File: config.mk
export PLATFORM = sky130hd
export DESIGN_NAME = scap_outq
export DESIGN_NICKNAME = d
export VERILOG_FILES = /design/src/hw/rtl/scap_pkg.sv /design/src/hw/rtl/scap_outq.sv
export SDC_FILE = /design/constraint.sdc
export NUM_CORES = 1
export LEC_CHECK = 0
export ABC_AREA = 1
export BUFFER_PORTS_ARGS = -buffer_cell sky130_fd_sc_hd__buf_2
export CORE_ASPECT_RATIO = 1.5
export CORE_MARGIN = 2
export CORE_UTILIZATION = 55
export DETAILED_ROUTE_END_ITERATION = 7
export GPL_ROUTABILITY_DRIVEN = 0
export PLACE_DENSITY = 0.83
export SKIP_CTS_REPAIR_TIMING = 1
export SYNTH_ARGS = -nofsm -noshare
export SYNTH_HDL_FRONTEND = slang
export SYNTH_SLANG_ARGS = --single-unit
File: constraint.sdc
create_clock -name clk -period 3.9 [get_ports clk]
set_clock_uncertainty 0.2 [all_clocks]
set_input_delay 0.39 -clock clk [delete_from_list [all_inputs] [get_ports clk]]
set_output_delay 0.39 -clock clk [all_outputs]
set_load 0.01 [all_outputs]
File: src/hw/rtl/scap_pkg.sv
package scap_pkg;

    // History store geometry.
    localparam int HIST_DEPTH = 8192;
    localparam int HIST_AW    = $clog2(HIST_DEPTH);
    localparam int CNT_W      = HIST_AW + 1;

    // Display points.
    localparam int MAX_POINTS = 64;
    localparam int PTS_W      = 7;
    localparam int PNUM_W     = 6;

    // Field widths.
    localparam int SAMPLE_W   = 16;
    localparam int CFG_IDX_W  = 3;
    localparam int CFG_DATA_W = 14;

    // Input word kinds.
    localparam logic [1:0] KIND_PUSH  = 2'd0;
    localparam logic [1:0] KIND_GRAPH = 2'd1;
    localparam logic [1:0] KIND_PEAK  = 2'd2;
    localparam logic [1:0] KIND_NONE  = 2'd3;

    // Result kinds.
    localparam logic [1:0] RES_POINT    = 2'd0;
    localparam logic [1:0] RES_PEAK     = 2'd1;
    localparam logic [1:0] RES_NOTREADY = 2'd2;

    // Trigger modes.
    localparam logic [1:0] SYNC_RISE = 2'd1;
    localparam logic [1:0] SYNC_FALL = 2'd2;

    // Configuration register indexes.
    localparam logic [CFG_IDX_W-1:0] CFG_POINTS = 3'd0;
    localparam logic [CFG_IDX_W-1:0] CFG_WINDOW = 3'd1;
    localparam logic [CFG_IDX_W-1:0] CFG_OFFSET = 3'd2;
    localparam logic [CFG_IDX_W-1:0] CFG_SYNC   = 3'd3;
    localparam logic [CFG_IDX_W-1:0] CFG_PEAK   = 3'd4;

    typedef struct packed {
        logic [1:0]                 kind;
        logic signed [SAMPLE_W-1:0] sample;
    } cmd_t;

    typedef struct packed {
        logic [6:0]  graph_points;
        logic [13:0] window_samples;
        logic [13:0] offset_samples;
        logic [1:0]  sync_mode;
        logic [12:0] peak_samples;
    } cfg_t;

    typedef struct packed {
        logic [1:0]                 kind;
        logic signed [SAMPLE_W-1:0] value;
        logic [PNUM_W-1:0]          point;
        logic                       last;
    } result_t;

endpackage

File: src/hw/rtl/scap_outq.sv
module scap_outq (
    input  logic              clk,
    input  logic              rst_n,
    input  logic              wr_en,
    output logic              full,
    input  scap_pkg::result_t wr_data,
    output logic              empty,
    input  logic              pop,
    output scap_pkg::result_t rd_data
);
    import scap_pkg::*;

    result_t    q_reg [2];
    logic       wr_ptr_reg;
    logic       rd_ptr_reg;
    logic [1:0] count_reg;
    logic       do_wr;
    logic       do_rd;

    assign full    = (count_reg == 2'd2);
    assign empty   = (count_reg == 2'd0);
    assign do_wr   = wr_en && !full;
    assign do_rd   = pop && !empty;
    assign rd_data = q_reg[rd_ptr_reg];

    // Result storage.
    always_ff @(posedge clk)
    begin
        if (do_wr)
        begin
            q_reg[wr_ptr_reg] <= wr_data;
        end
    end

    // Pointers and occupancy.
    always_ff @(posedge clk or negedge rst_n)
    begin
        if (!rst_n)
        begin
            wr_ptr_reg <= 1'b0;
            rd_ptr_reg <= 1'b0;
            count_reg  <= '0;
        end
        else
        begin
            if (do_wr)
            begin
                wr_ptr_reg <= !wr_ptr_reg;
            end
            if (do_rd)
            begin
                rd_ptr_reg <= !rd_ptr_reg;
            end
            if (do_wr && !do_rd)
            begin
                count_reg <= count_reg + 2'd1;
            end
            else if (!do_wr && do_rd)
            begin
                count_reg <= count_reg - 2'd1;
            end
        end
    end

endmodule

==> results.ini <==
[status]
status=completed

[power]
p_leak_uw=0.00110
p_clk_share_pct=16.3
sw_frac_of_total_pct=34.3
p_per_area_nw_per_um2=701
intPower_uw=1130
power_frac_seq_pct=51.0
pwr-share-comb_pct=32.7
power_switching_uw=589
ir_worst_vdd_uv=526

[routing]
route.detailed.drc=0
avgRoutedWirePerCell_um=12.2
routed-via-count=1265
ant_nets=0
wirelength_um=3220
vias_per_cell=4.77
drt_iter0_markers=40
dr.pass1.iters=5

[synth]
avgSynthCellArea_um2=12.7
synth.area.top_cells=edfxtp_1 73%, nand2_1 15%, dfrtp_1 4.9%
syn_inst=162
seq_area_frac_synth_pct=77.9
yosys_warnings=0
syn-num-nets=192
yosys_register_bits=54
syn_area_um2=2060
yosysUniqueCellTypes=16
synth_largest_area_cell=edfxtp_1
yosys.area.top_type_share_pct=73.0

[timing]
finalSetupViolCount=0
fin_tns_setup_ps=0
fmax_mhz=394
rsz0062_at_grt=no
whs_ps=80.4
worst_pin_slew_ps=961
min_period_ps=2540
slew_viol_final=0
hold_viol_final=0
final.period_utilization_pct=65.2
relSlewSlack_pct=35.8
setup_slack_ps=1360

[grt]
grt.total_usage_pct=17.0
grt_max_degree=28
antenna_found_initial=0
grt_pass1_vias=1217
grt_first_pass_wirelength_um=5130
grt-ovfl-total=0

[cts]
clockBufferDepth=2
cts_sinks=54
cts_tree=done
clk_pin_slew_ps=80
clockRootBuffer=clkbuf_8
cts_htree_levels=2
insertion_delay_ps=290
cts_made_buffers=5

[setup_path]
crit_fanout=27
reg2regPathDepth=5
r2r-end=q_reg[0][14]$_DFFE_PP_
arrival_ps=1950
cp-start-kind=flip-flop
reg2reg_slack_ps=1850
worstSetupPathType=flip-flop to output port
reg2reg_from=count_reg[1]$_DFFE_PN0P_
required_ps=3310
worst_setup_path_end_kind=output port

[final_layout]
multi_input_area_um2=388
antenna_cells=0
final_cells=265
largest_reg_flops=50
layout.nets=251
fin_util_pct=67.7
area_growth_syn_to_layout_pct=18.9
layout-drive-gt1-share_pct=29.3
n_fill_cell=255
ff_latch_area_um2=1600

[placement]
place.port_buffers=55
hpwl_um=2190
pre_cts_ws_ps=1640
placed_cells=256

[floorplanning]
start_util_pct=56.9
rows=27
ios=56
fp.dieW_um=53.9
fp.dieH_um=78.9
coreArea_um2=3610
die_area_um2=4260

[hold_path]
hold_depth=1
hp-class=primary input to flip-flop
hold_path_end=q_reg[1][24]$_DFFE_PP_
hp-start=wr_data[24]

[run]
cap_violations=0

## layer usage
layer	GRT usage [%]	up-vias	part of all wire, %
met5	0	-	0
met4	7.95	0	2.0
met3	4.89	9	6.9
met2	27.8	41	51
met1	20.2	564	40
li1	-	651	-
## power by group through the flow
stage	clock network (µW)	logic (µW)	registers, µW
floorplan	0	411	841
global placement	0	557	885
detailed placement	0	568	889
CTS	286	570	876
global route	306	641	896
finish	280	560	874
## critical path, cell delays in order, from the launching register on
cell	delay, ps
dfrtp_1	880
inv_2	400
nand2_1	160
nand2_1	70
buf_2	140
## logic make-up after synthesis
logic type | after synthesis | share of synthesized area [%]
AO/OA/AOI/OAI | 2 | 0.487
XOR/XNOR | 1 | 0.426
adder cells (fa/ha/maj) | 1 | 0.608
buffers and inverters | 13 | 3.41
flip-flops | 54 | 77.9
AND/OR/NAND/NOR | 91 | 17.2
## placed cells by master, fill, tap and decap left out, types with 2 or more instances in the layout
master / netlist / routed
nor2_2: 2 / 3
edfxtp_1: 50 / 50
clkbuf_1: 0 / 3
o21ai_0: 2 / 2
nand2_1: 84 / 84
inv_1: 7 / 7
buf_2: 2 / 55
dfrtp_1: 4 / 4
clkbuf_8: 0 / 5
## synthesized netlist by cell type
master and count:
inv_2 1, inv_1 7, nor2_1 2, xnor2_1 1
nand3b_1 1, nor2_2 2, nand3_1 1, buf_4 1
nand2_1 84, o21ai_0 2, buf_6 2, dfrtp_1 4
buf_2 2, ha_1 1, nand4_1 1, edfxtp_1 50
## area by class of cell
class | count | share of cell area [%]
flip-flops and latches | 54 | 65.5
multi-input cells | 95 | 15.9
repair buffers | 57 | 12.0
clock buffers | 8 | 3.27
well taps | 43 | 2.20
inverters | 8 | 1.23
## how the worst max path moves through the flow
stage,from,endpoint,slack [ps],depth (start not counted)
4_1_cts,rd_ptr_reg$_DFFE_PN0P_,rd_data[11],1310,4
5_1_grt,rd_ptr_reg$_DFFE_PN0P_,rd_data[21],1070,4
3_3_place_gp,rd_ptr_reg$_DFFE_PN0P_,rd_data[3],1680,4
6_report,rd_ptr_reg$_DFFE_PN0P_,rd_data[11],1360,4
2_1_floorplan,count_reg[1]$_DFFE_PN0P_,q_reg[1][0]$_DFFE_PP_,1640,3
3_5_place_dp,rd_ptr_reg$_DFFE_PN0P_,rd_data[18],1640,4
## through the flow
stage / area [µm²] / power [µW]
finish: 2450 / 1710
global route: 2450 / 1840
CTS: 2440 / 1730
detailed placement: 2360 / 1460
global placement: 2360 / 1440
floorplan: 2060 / 1250
Note: power is estimated with default switching activity, not from simulation.
