===== config.mk =====
export PLATFORM = sky130hd
export DESIGN_NAME = scap_front
export DESIGN_NICKNAME = d
export VERILOG_FILES = /design/src/hw/rtl/scap_pkg.sv /design/src/hw/rtl/scap_front.sv
export SDC_FILE = /design/constraint.sdc
export NUM_CORES = 1
export LEC_CHECK = 0
export BUFFER_PORTS_ARGS = -buffer_cell sky130_fd_sc_hd__buf_2
export CAP_MARGIN = 20
export CELL_PAD_IN_SITES_DETAIL_PLACEMENT = 0
export CELL_PAD_IN_SITES_GLOBAL_PLACEMENT = 1
export CORE_UTILIZATION = 45
export CTS_BUF_LIST = sky130_fd_sc_hd__clkbuf_16
export CTS_CLUSTER_SIZE = 40
export DETAILED_ROUTE_END_ITERATION = 8
export PLACE_DENSITY_LB_ADDON = 0.08
export SYNTH_ARGS = -nofsm -noshare
export SYNTH_HDL_FRONTEND = slang
export SYNTH_SLANG_ARGS = --single-unit

===== constraint.sdc =====
create_clock -name clk -period 3 [get_ports clk]
set_input_delay 0.15 -clock clk [delete_from_list [all_inputs] [get_ports clk]]
set_output_delay 0.15 -clock clk [all_outputs]
set_load 0.005 [all_outputs]

===== src/hw/rtl/scap_pkg.sv =====
package scap_pkg;

    // History store geometry.
    localparam int HIST_DEPTH = 8192;
    localparam int HIST_AW    = $clog2(HIST_DEPTH);
    localparam int CNT_W      = HIST_AW + 1;

    // Display points.
    localparam int MAX_POINTS = 64;
    localparam int PTS_W      = 7;
    localparam int PNUM_W     = 6;

    // Field widths.
    localparam int SAMPLE_W   = 16;
    localparam int CFG_IDX_W  = 3;
    localparam int CFG_DATA_W = 14;

    // Input word kinds.
    localparam logic [1:0] KIND_PUSH  = 2'd0;
    localparam logic [1:0] KIND_GRAPH = 2'd1;
    localparam logic [1:0] KIND_PEAK  = 2'd2;
    localparam logic [1:0] KIND_NONE  = 2'd3;

    // Result kinds.
    localparam logic [1:0] RES_POINT    = 2'd0;
    localparam logic [1:0] RES_PEAK     = 2'd1;
    localparam logic [1:0] RES_NOTREADY = 2'd2;

    // Trigger modes.
    localparam logic [1:0] SYNC_RISE = 2'd1;
    localparam logic [1:0] SYNC_FALL = 2'd2;

    // Configuration register indexes.
    localparam logic [CFG_IDX_W-1:0] CFG_POINTS = 3'd0;
    localparam logic [CFG_IDX_W-1:0] CFG_WINDOW = 3'd1;
    localparam logic [CFG_IDX_W-1:0] CFG_OFFSET = 3'd2;
    localparam logic [CFG_IDX_W-1:0] CFG_SYNC   = 3'd3;
    localparam logic [CFG_IDX_W-1:0] CFG_PEAK   = 3'd4;

    typedef struct packed {
        logic [1:0]                 kind;
        logic signed [SAMPLE_W-1:0] sample;
    } cmd_t;

    typedef struct packed {
        logic [6:0]  graph_points;
        logic [13:0] window_samples;
        logic [13:0] offset_samples;
        logic [1:0]  sync_mode;
        logic [12:0] peak_samples;
    } cfg_t;

    typedef struct packed {
        logic [1:0]                 kind;
        logic signed [SAMPLE_W-1:0] value;
        logic [PNUM_W-1:0]          point;
        logic                       last;
    } result_t;

endpackage


===== src/hw/rtl/scap_front.sv =====
module scap_front (
    input  logic                             clk,
    input  logic                             rst_n,
    input  logic                             push,
    output logic                             full,
    input  logic [1:0]                       kind,
    input  logic signed [15:0]               sample_value,
    input  logic                             cfg_write,
    input  logic [scap_pkg::CFG_IDX_W-1:0]   cfg_index,
    input  logic [scap_pkg::CFG_DATA_W-1:0]  cfg_data,
    output logic                             cmd_valid,
    input  logic                             cmd_ready,
    output scap_pkg::cmd_t                   cmd,
    output scap_pkg::cfg_t                   cfg
);
    import scap_pkg::*;

    cmd_t       q_reg [4];
    logic [1:0] wr_ptr_reg;
    logic [1:0] rd_ptr_reg;
    logic [2:0] count_reg;
    cfg_t       cfg_reg;
    logic       do_enq;
    logic       do_deq;

    // A word of an unused kind is accepted and dropped here.
    assign full      = (count_reg == 3'd4);
    assign do_enq    = push && !full && (kind != KIND_NONE);
    assign cmd_valid = (count_reg != 3'd0);
    assign do_deq    = cmd_valid && cmd_ready;
    assign cmd       = q_reg[rd_ptr_reg];
    assign cfg       = cfg_reg;

    // Command queue storage.
    always_ff @(posedge clk)
    begin
        if (do_enq)
        begin
            q_reg[wr_ptr_reg] <= '{kind: kind, sample: sample_value};
        end
    end

    // Queue pointers and configuration registers.
    always_ff @(posedge clk or negedge rst_n)
    begin
        if (!rst_n)
        begin
            wr_ptr_reg <= '0;
            rd_ptr_reg <= '0;
            count_reg  <= '0;
            cfg_reg    <= '{graph_points: 7'd10, window_samples: 14'd4800,
                            offset_samples: 14'd0, sync_mode: 2'd0,
                            peak_samples: 13'd7200};
        end
        else
        begin
            if (do_enq)
            begin
                wr_ptr_reg <= wr_ptr_reg + 2'd1;
            end
            if (do_deq)
            begin
                rd_ptr_reg <= rd_ptr_reg + 2'd1;
            end
            if (do_enq && !do_deq)
            begin
                count_reg <= count_reg + 3'd1;
            end
            else if (!do_enq && do_deq)
            begin
                count_reg <= count_reg - 3'd1;
            end
            if (cfg_write)
            begin
                unique case (cfg_index)
                    CFG_POINTS: cfg_reg.graph_points   <= cfg_data[6:0];
                    CFG_WINDOW: cfg_reg.window_samples <= cfg_data;
                    CFG_OFFSET: cfg_reg.offset_samples <= cfg_data;
                    CFG_SYNC:   cfg_reg.sync_mode      <= cfg_data[1:0];
                    CFG_PEAK:   cfg_reg.peak_samples   <= cfg_data[12:0];
                    default:    ;
                endcase
            end
        end
    end

endmodule


==> results of run 1 <==
==> cell usage in the layout, fill, tap and decap left out, types with 5 or more instances in the layout <==
cell	n
ha_1	5
mux4_2	18
dfstp_2	10
dlygate4sd3_1	25
mux2_1	8
mux2_4	20
dfrtp_1	47
buf_2	109
clkbuf_16	17
buf_4	9
edfxtp_1	72
mux2_2	24
==> power by group through the flow <==
stage                     combinational, W  clock (W)  sequential [W]
final                              0.00127    0.00203         0.00247
after global routing               0.00142    0.00214         0.00252
after floorplan                   0.000795          0         0.00244
after detailed placement           0.00129          0         0.00250
after global placement             0.00127          0         0.00249
after CTS                          0.00131    0.00207         0.00248
==> through the flow <==
| step | setup WS, ns | utilization [%] |
|---|---|---|
| floorplan | 0.990 | - |
| global placement | 0.875 | 53.0 |
| detailed placement | 0.822 | 53.0 |
| CTS | 0.805 | 60.8 |
| global route | 0.665 | 60.8 |
| finish | 0.832 | 60.8 |
==> metal layers <==
metal | wire [um] | part of all wire (%)
met1 | 3910 | 42
met2 | 4640 | 50
met5 | 0 | 0
met4 | 79 | 0.85
met3 | 616 | 6.7
==> worst min path at each step <==
| stage | endpoint | from | cells after the start | slack [ns] |
|---|---|---|---|---|
| 6_report | cfg[11] | cfg_data[11] | 2 | 0.01 |
| 5_1_grt | cfg[40] | cfg_data[11] | 2 | 0.006 |
| 4_1_cts | cfg[26] | cfg_data[11] | 2 | 0.005 |
| 3_3_place_gp | cfg[22] | rst_n | 1 | 0.32 |
| 2_1_floorplan | cfg[0] | rst_n | 0 | -0.15 |
| 3_5_place_dp | cfg[22] | rst_n | 1 | 0.33 |
==> logic make-up after synthesis <==
family                   synth area share (%)
AND/OR/NAND/NOR                          2.54
multiplexers                             21.2
adder cells (fa/ha/maj)                  1.65
AO/OA/AOI/OAI                           0.249
flip-flops                               71.8
XOR/XNOR                                 1.05
buffers and inverters                    1.50
==> worst max-delay path, stage by stage, from the launching register on <==
cell	delay (ns)
dfrtp_1	0.40
nor3b_2	0.17
a211oi_2	0.42
ha_1	0.26
inv_1	0.06
fa_1	0.37
xor2_1	0.15
nor2_1	0.11
xor2_1	0.16
==> area by class of cell <==
| class | count | area [um2] | area share, % |
|---|---|---|---|
| clock buffers | 17 | 425 | 6.46 |
| clock inverters | 15 | 165 | 2.51 |
| inverters | 4 | 15.0 | 0.228 |
| multi-input cells | 98 | 1340 | 20.4 |
| flip-flops and latches | 129 | 3600 | 54.7 |
| well taps | 140 | 175 | 2.66 |
| repair buffers | 143 | 863 | 13.1 |
==> repair_timing <==
item,4_1_cts,5_1_grt
resized for setup,0,0
hold buffers,25,0
hold endpoints to repair,117,0
==> results by group, run 1 <==
Pwr
  • Sw Pwr: 0.00147 W
  • Sw frac: 25.4%
  • Pint: approximately 0.0043 W
  • Sequential Power Share: 42.8%
  • Total power: 0.00577 W
  • Peak VDD IR: 0.391 mV
  • Leakage: around 2.7 nW
  • Logic gate share of total power: between 20% and 30%
  • PD cells: roughly 880 nW/um2
  • Clock power share: 35.1%

Clocking
  • Post-CTS setup buffers: 0
  • Cts bufs inserted: 17
  • Root Driver: clkbuf_16
  • Clk_lat worst skew: 0.41 ns
  • H-tree Lvls: 4
  • CTS Sinks: 129
  • Clock transition at path regs: approximately 0.050 ns
  • CTS max path bufs: 2
  • CTS tree: built

Global routing
  • GR peak layer: met2
  • Largest net degree at the start of global routing: 41
  • Global Route met1 Usage: 21.2%
  • Antenna violations before repair: 0
  • Met2 Track Usage GR: 29.0%
  • Tot GR Track Use: ~18%
  • Wire length of the first global-routing pass: 14.5 mm
  • Number of global-route vias before repair: 2748
  • Met3 usage in global routing: 6.48%
  • Gr ovfl total: 0

Placement
  • Placed insts: between 400 and 500
  • # port buffers: between 100 and 150
  • RePlAce Congestion: 0.666
  • Post-DP Area: roughly 5700 um2
  • Post-DP HPWL: 5.90 mm

STA
  • Final setup fails: 0
  • Fmax: 461 MHz
  • Final hold vios: 0
  • Final Hold Slack: 0.0118 ns
  • RSZ-0062 raised after global routing: no
  • Final Cycle Share: around 72%
  • Max Slew Vio Count: 0
  • Setup TNS: 0 ns
  • Slew HR: 39.8%
  • Final Skew: 0.0129 ns
  • Minimum clock period: about 2.2 ns
  • Worst Tran Pin Value: approximately 0.9 ns

Synth
  • Most frequent cell after synthesis: edfxtp_1
  • Yosys cell types: 26
  • Mapped Cells: 240
  • Syn nets: roughly 290
  • Post-synth EDFFs: 72
  • Synthesis Warnings: 0
  • Synth area leaders: edfxtp_1 (43%), dfrtp_1 (23%), mux4_2 (8.1%), mux2_4 (6.0%), mux2_2 (5.4%)
  • Dominant cell type by area after synthesis: edfxtp_1
  • Sequential area share after synthesis: between 70% and 80%
  • Post-synth ARST share: 44.2%
  • Top-area cell type share of the netlist area: 43.1%
  • Synthesized area: around 5000 um2
  • Mean Syn Cell Area: 20.9 um2
  • Synth Flop Type: edfxtp_1
  • Synth cell count leaders: edfxtp_1 (72), dfrtp_1 (47), mux2_2 (24)
  • Flip-flop and latch count after synthesis: about 130

Routing
  • Total number of vias: approximately 2700
  • DR DRC count: 0
  • Antenna-violating nets left: 0
  • Drt pass-1 iters: 4
  • WL final: 9.25 mm
  • Average via count per standard cell: 4.86
  • DRT iter0 DRCs: 67
  • WL/cell: roughly 17 um

Layout
  • Share of layout cells above drive strength 1: 55.2%
  • Final nets: 439
  • Max reg flops: a little over 70
  • Design area: 6590 um2
  • Final Instance Count excl. Fillers: 546
  • Area delta synth->final: 31.3%
  • ANT cells: 0
  • Fillers: 843

Setup path
  • End of the critical path: count_reg[2]
  • R2R setup slack: about 0.83 ns
  • Crit path from: count_reg[2]
  • Reg2Reg Capture Point: count_reg[2]
  • Crit path capture type: flop
  • Reg-to-reg startpoint: count_reg[2]
  • Required time of the worst setup path: 3.32 ns
  • Worst-path maximum fanout: 7
  • Worst R2R Path Depth: 8
  • Worst Path Arrival: ~2.5 ns
  • Setup crit start kind: flop
  • Critical path class: flop to flop

Floorplan
  • Initial Util: 46.3%
  • Die H: 108 um
  • Die area: 11600 um2
  • FP Rows: 38
  • Core area: approximately 11000 um2
  • Chip width: 108 um
  • IO Count: 110

Flow run
  • Max cap viols: 0

Outcome
  • Run status: finished, final reports clean

Hold path
  • Min-Delay Path Class: input port to flop
Note: power is estimated with default switching activity, not from simulation.
==> run 2: changes to the inputs <==
- CORE_UTILIZATION: 45 -> 41
- clock period: 3 -> 1.8 ns (I/O delays scaled with it)
==> results by group, run 2 (synthesis gave the netlist of run 1 again) <==
Outcome
  • Run status: complete, but fails checks (was finished, final reports clean)
  • Failing checks: negative setup slack

STA
  • RSZ-0062 raised after global routing: yes (was no)
  • Final Cycle Share: 103% (was 72.3%)
  • Worst Tran Pin Value: 0.534 ns (was 0.903 ns)
  • Final hold vios: 0 (unchanged)
  • Setup WS post-layout: -0.0568 ns (was 0.832 ns)
  • Slew HR: 64.4% (was 39.8%)
  • Setup TNS: -0.213 ns (was 0 ns)
  • Minimum clock period: 1.86 ns (was 2.17 ns)
  • Max Slew Vio Count: 0 (unchanged)
  • Final Skew: 0.00653 ns (was 0.0129 ns)
  • Final setup fails: 7 (was 0)
  • Fmax: 539 MHz (was 461 MHz)

Global routing
  • Number of global-route vias before repair: 2934 (was 2748)
  • Tot GR Track Use: 16.5% (was 17.6%)
  • Gr ovfl total: 0 (unchanged)
  • Antenna violations before repair: 0 (unchanged)
  • Wire length of the first global-routing pass: 15.2 mm (was 14.5 mm)
  • Largest net degree at the start of global routing: 23 (was 41)

Placement
  • Post-DP HPWL: 6.04 mm (was 5.90 mm)
  • Place WS: -0.0742 ns (was 0.822 ns)
  • Placed insts: 506 (was 489)
  • # port buffers: 109 (unchanged)
  • RePlAce Congestion: 0.661 (was 0.666)

Pwr
  • Leakage: 2.91 nW (was 2.71 nW)
  • Sequential Power Share: 38.5% (was 42.8%)
  • Clock power share: 35.0% (was 35.1%)
  • Peak VDD IR: 0.576 mV (was 0.391 mV)
  • Sw Pwr: 0.00258 W (was 0.00147 W)
  • Pint: 0.00789 W (was 0.00431 W)
  • Sw frac: 24.6% (was 25.4%)
  • Logic gate share of total power: 26.4% (was 22.1%)
  • PD cells: 1490 nW/um2 (was 877 nW/um2)

Routing
  • Average via count per standard cell: 4.81 (was 4.86)
  • WL/cell: 16.5 um (was 16.9 um)
  • DR DRC count: 0 (unchanged)
  • DRT iter0 DRCs: 113 (was 67)
  • Drt pass-1 iters: 4 (unchanged)
  • Antenna-violating nets left: 0 (unchanged)
  • Total number of vias: 2780 (was 2654)
  • WL final: 9.54 mm (was 9.25 mm)

Layout
  • Share of layout cells above drive strength 1: 58.7% (was 55.2%)
  • Most frequent cells in the layout: buf_2 (108), edfxtp_1 (72), dfrtp_1 (45) (was buf_2 (109), edfxtp_1 (72), dfrtp_1 (47))
  • Max reg flops: 72 (unchanged)
  • Area delta synth->final: 40.5% (was 31.3%)
  • Most common cell after layout, fill and taps aside: buf_2 (unchanged)
  • Final nets: 464 (was 439)
  • ANT cells: 0 (unchanged)
  • Final Instance Count excl. Fillers: 578 (was 546)

Setup path
  • Worst-path maximum fanout: 2 (was 7)
  • Slowest CP cell: fa_2 (was a211oi_2)
  • Critical path class: flop to flop (unchanged)
  • Critical Path Max Stage Delay: 0.41 ns (was 0.42 ns)
  • Crit path cell chain: buf_4, nor3b_4, a211oi_4, ha_4, inv_2, fa_2, mux2_4 (was nor3b_2, a211oi_2, ha_1, inv_1, fa_1, xor2_1, nor2_1, xor2_1)
  • Worst Path Arrival: 2.15 ns (was 2.49 ns)
  • Crit path capture type: flop (unchanged)
  • Setup crit start kind: flop (unchanged)
  • Required time of the worst setup path: 2.09 ns (was 3.32 ns)

Clocking
  • Cts bufs inserted: 17 (unchanged)
  • Root Driver: clkbuf_16 (unchanged)
  • Clock transition at path regs: 0.06 ns (was 0.05 ns)
  • CTS tree: built (unchanged)
  • H-tree Lvls: 4 (unchanged)
  • CTS max path bufs: 2 (unchanged)
  • CTS Sinks: 129 (unchanged)
  • Clk_lat worst skew: 0.41 ns (about the same)

Floorplan
  • FP Rows: 40 (was 38)
  • Initial Util: 41.9% (was 46.3%)
  • Die area: 12700 um2 (was 11600 um2)
  • Core area: 12000 um2 (was 10800 um2)
  • Die H: 113 um (was 108 um)
  • Chip width: 113 um (was 108 um)
  • IO Count: 110 (unchanged)

Flow run
  • Max cap viols: 0 (unchanged)

Hold path
  • Min-Delay Path Class: input port to flop (unchanged)
run 2: cell types whose count changed in the layout (fill, tap and decap cells not counted), moves of 3 or more:
cell / change
clkinvlp_4: -3
buf_4: +6
and2_1: -4
and2_4: +4
clkinv_4: +4
buf_12: +8
dlygate4sd3_1: +8
run 2: metal layers:
metal	GRT usage, %	up-vias	share of wire, %
li1	-	1278	-
met1	19.5	1406	42
met2	26.3	78	50
met3	5.56	18	5.6
met4	9.87	0	2.5
met5	0	-	0
run 2: power by group through the flow:
stage / logic, W / clock network [W] / registers (W)
5_1_grt: 0.00302 / 0.00388 / 0.00410
6_report: 0.00277 / 0.00367 / 0.00403
3_3_place_gp: 0.00253 / 0 / 0.00405
4_1_cts: 0.00287 / 0.00376 / 0.00403
2_1_floorplan: 0.00139 / 0 / 0.00408
3_5_place_dp: 0.00253 / 0 / 0.00408
run 2: what timing repair did:
action                     CTS  global route
hold buffers                33             0
hold endpoints to repair   140             0
resized for setup            3            11
pin swaps                    2             2
gates cloned                 2             0
buffers inserted             5             2
setup endpoints to repair   20            20
run 2: final cells by class:
cell class	instances	area (um2)
multi-input cells	98	1400
clock buffers	17	425
clock inverters	15	216
fillers	948	4910
well taps	147	184
repair buffers	168	1210
flip-flops and latches	129	3600
inverters	4	15.0
run 2: final timing paths:
check,start,end,slack (ns),cells after the start
setup / recovery,count_reg[1],count_reg[1],-0.06,7
hold / removal,cmd_ready,rd_ptr_reg[1],0.06,3
setup reg to reg,count_reg[1],count_reg[1],-0.06,7
hold reg to reg,rd_ptr_reg[1],rd_ptr_reg[1],0.48,1
max in group asynchronous,rst_n,cfg[10],0.92,3
min in group asynchronous,rst_n,rd_ptr_reg[1],0.21,2
run 2: worst max-delay path: cells and delay by family, from the launching register on:
| kind | cells | cell delay (ns) |
|---|---|---|
| adders and majority gates | 2 | 0.58 |
| muxes | 1 | 0.27 |
| AOI/OAI and AO/OA | 1 | 0.08 |
| DFF | 1 | 0.38 |
| buffers and inverters | 2 | 0.20 |
| and+or+nand+nor | 1 | 0.24 |
run 2: through the flow:
| step | hold slack (ns) | total power [W] | util (%) | instance area, um2 |
|---|---|---|---|---|
| 3_3_place_gp | 0.106 | 0.00658 | 50.0 | 5980 |
| 5_1_grt | 0.0556 | 0.0110 | 58.9 | 7050 |
| 4_1_cts | 0.0355 | 0.0107 | 58.9 | 7050 |
| 6_report | 0.0645 | 0.0105 | 58.9 | 7050 |
| 2_1_floorplan | -0.206 | 0.00547 | - | 5060 |
| 3_5_place_dp | 0.113 | 0.00662 | 50.0 | 5980 |
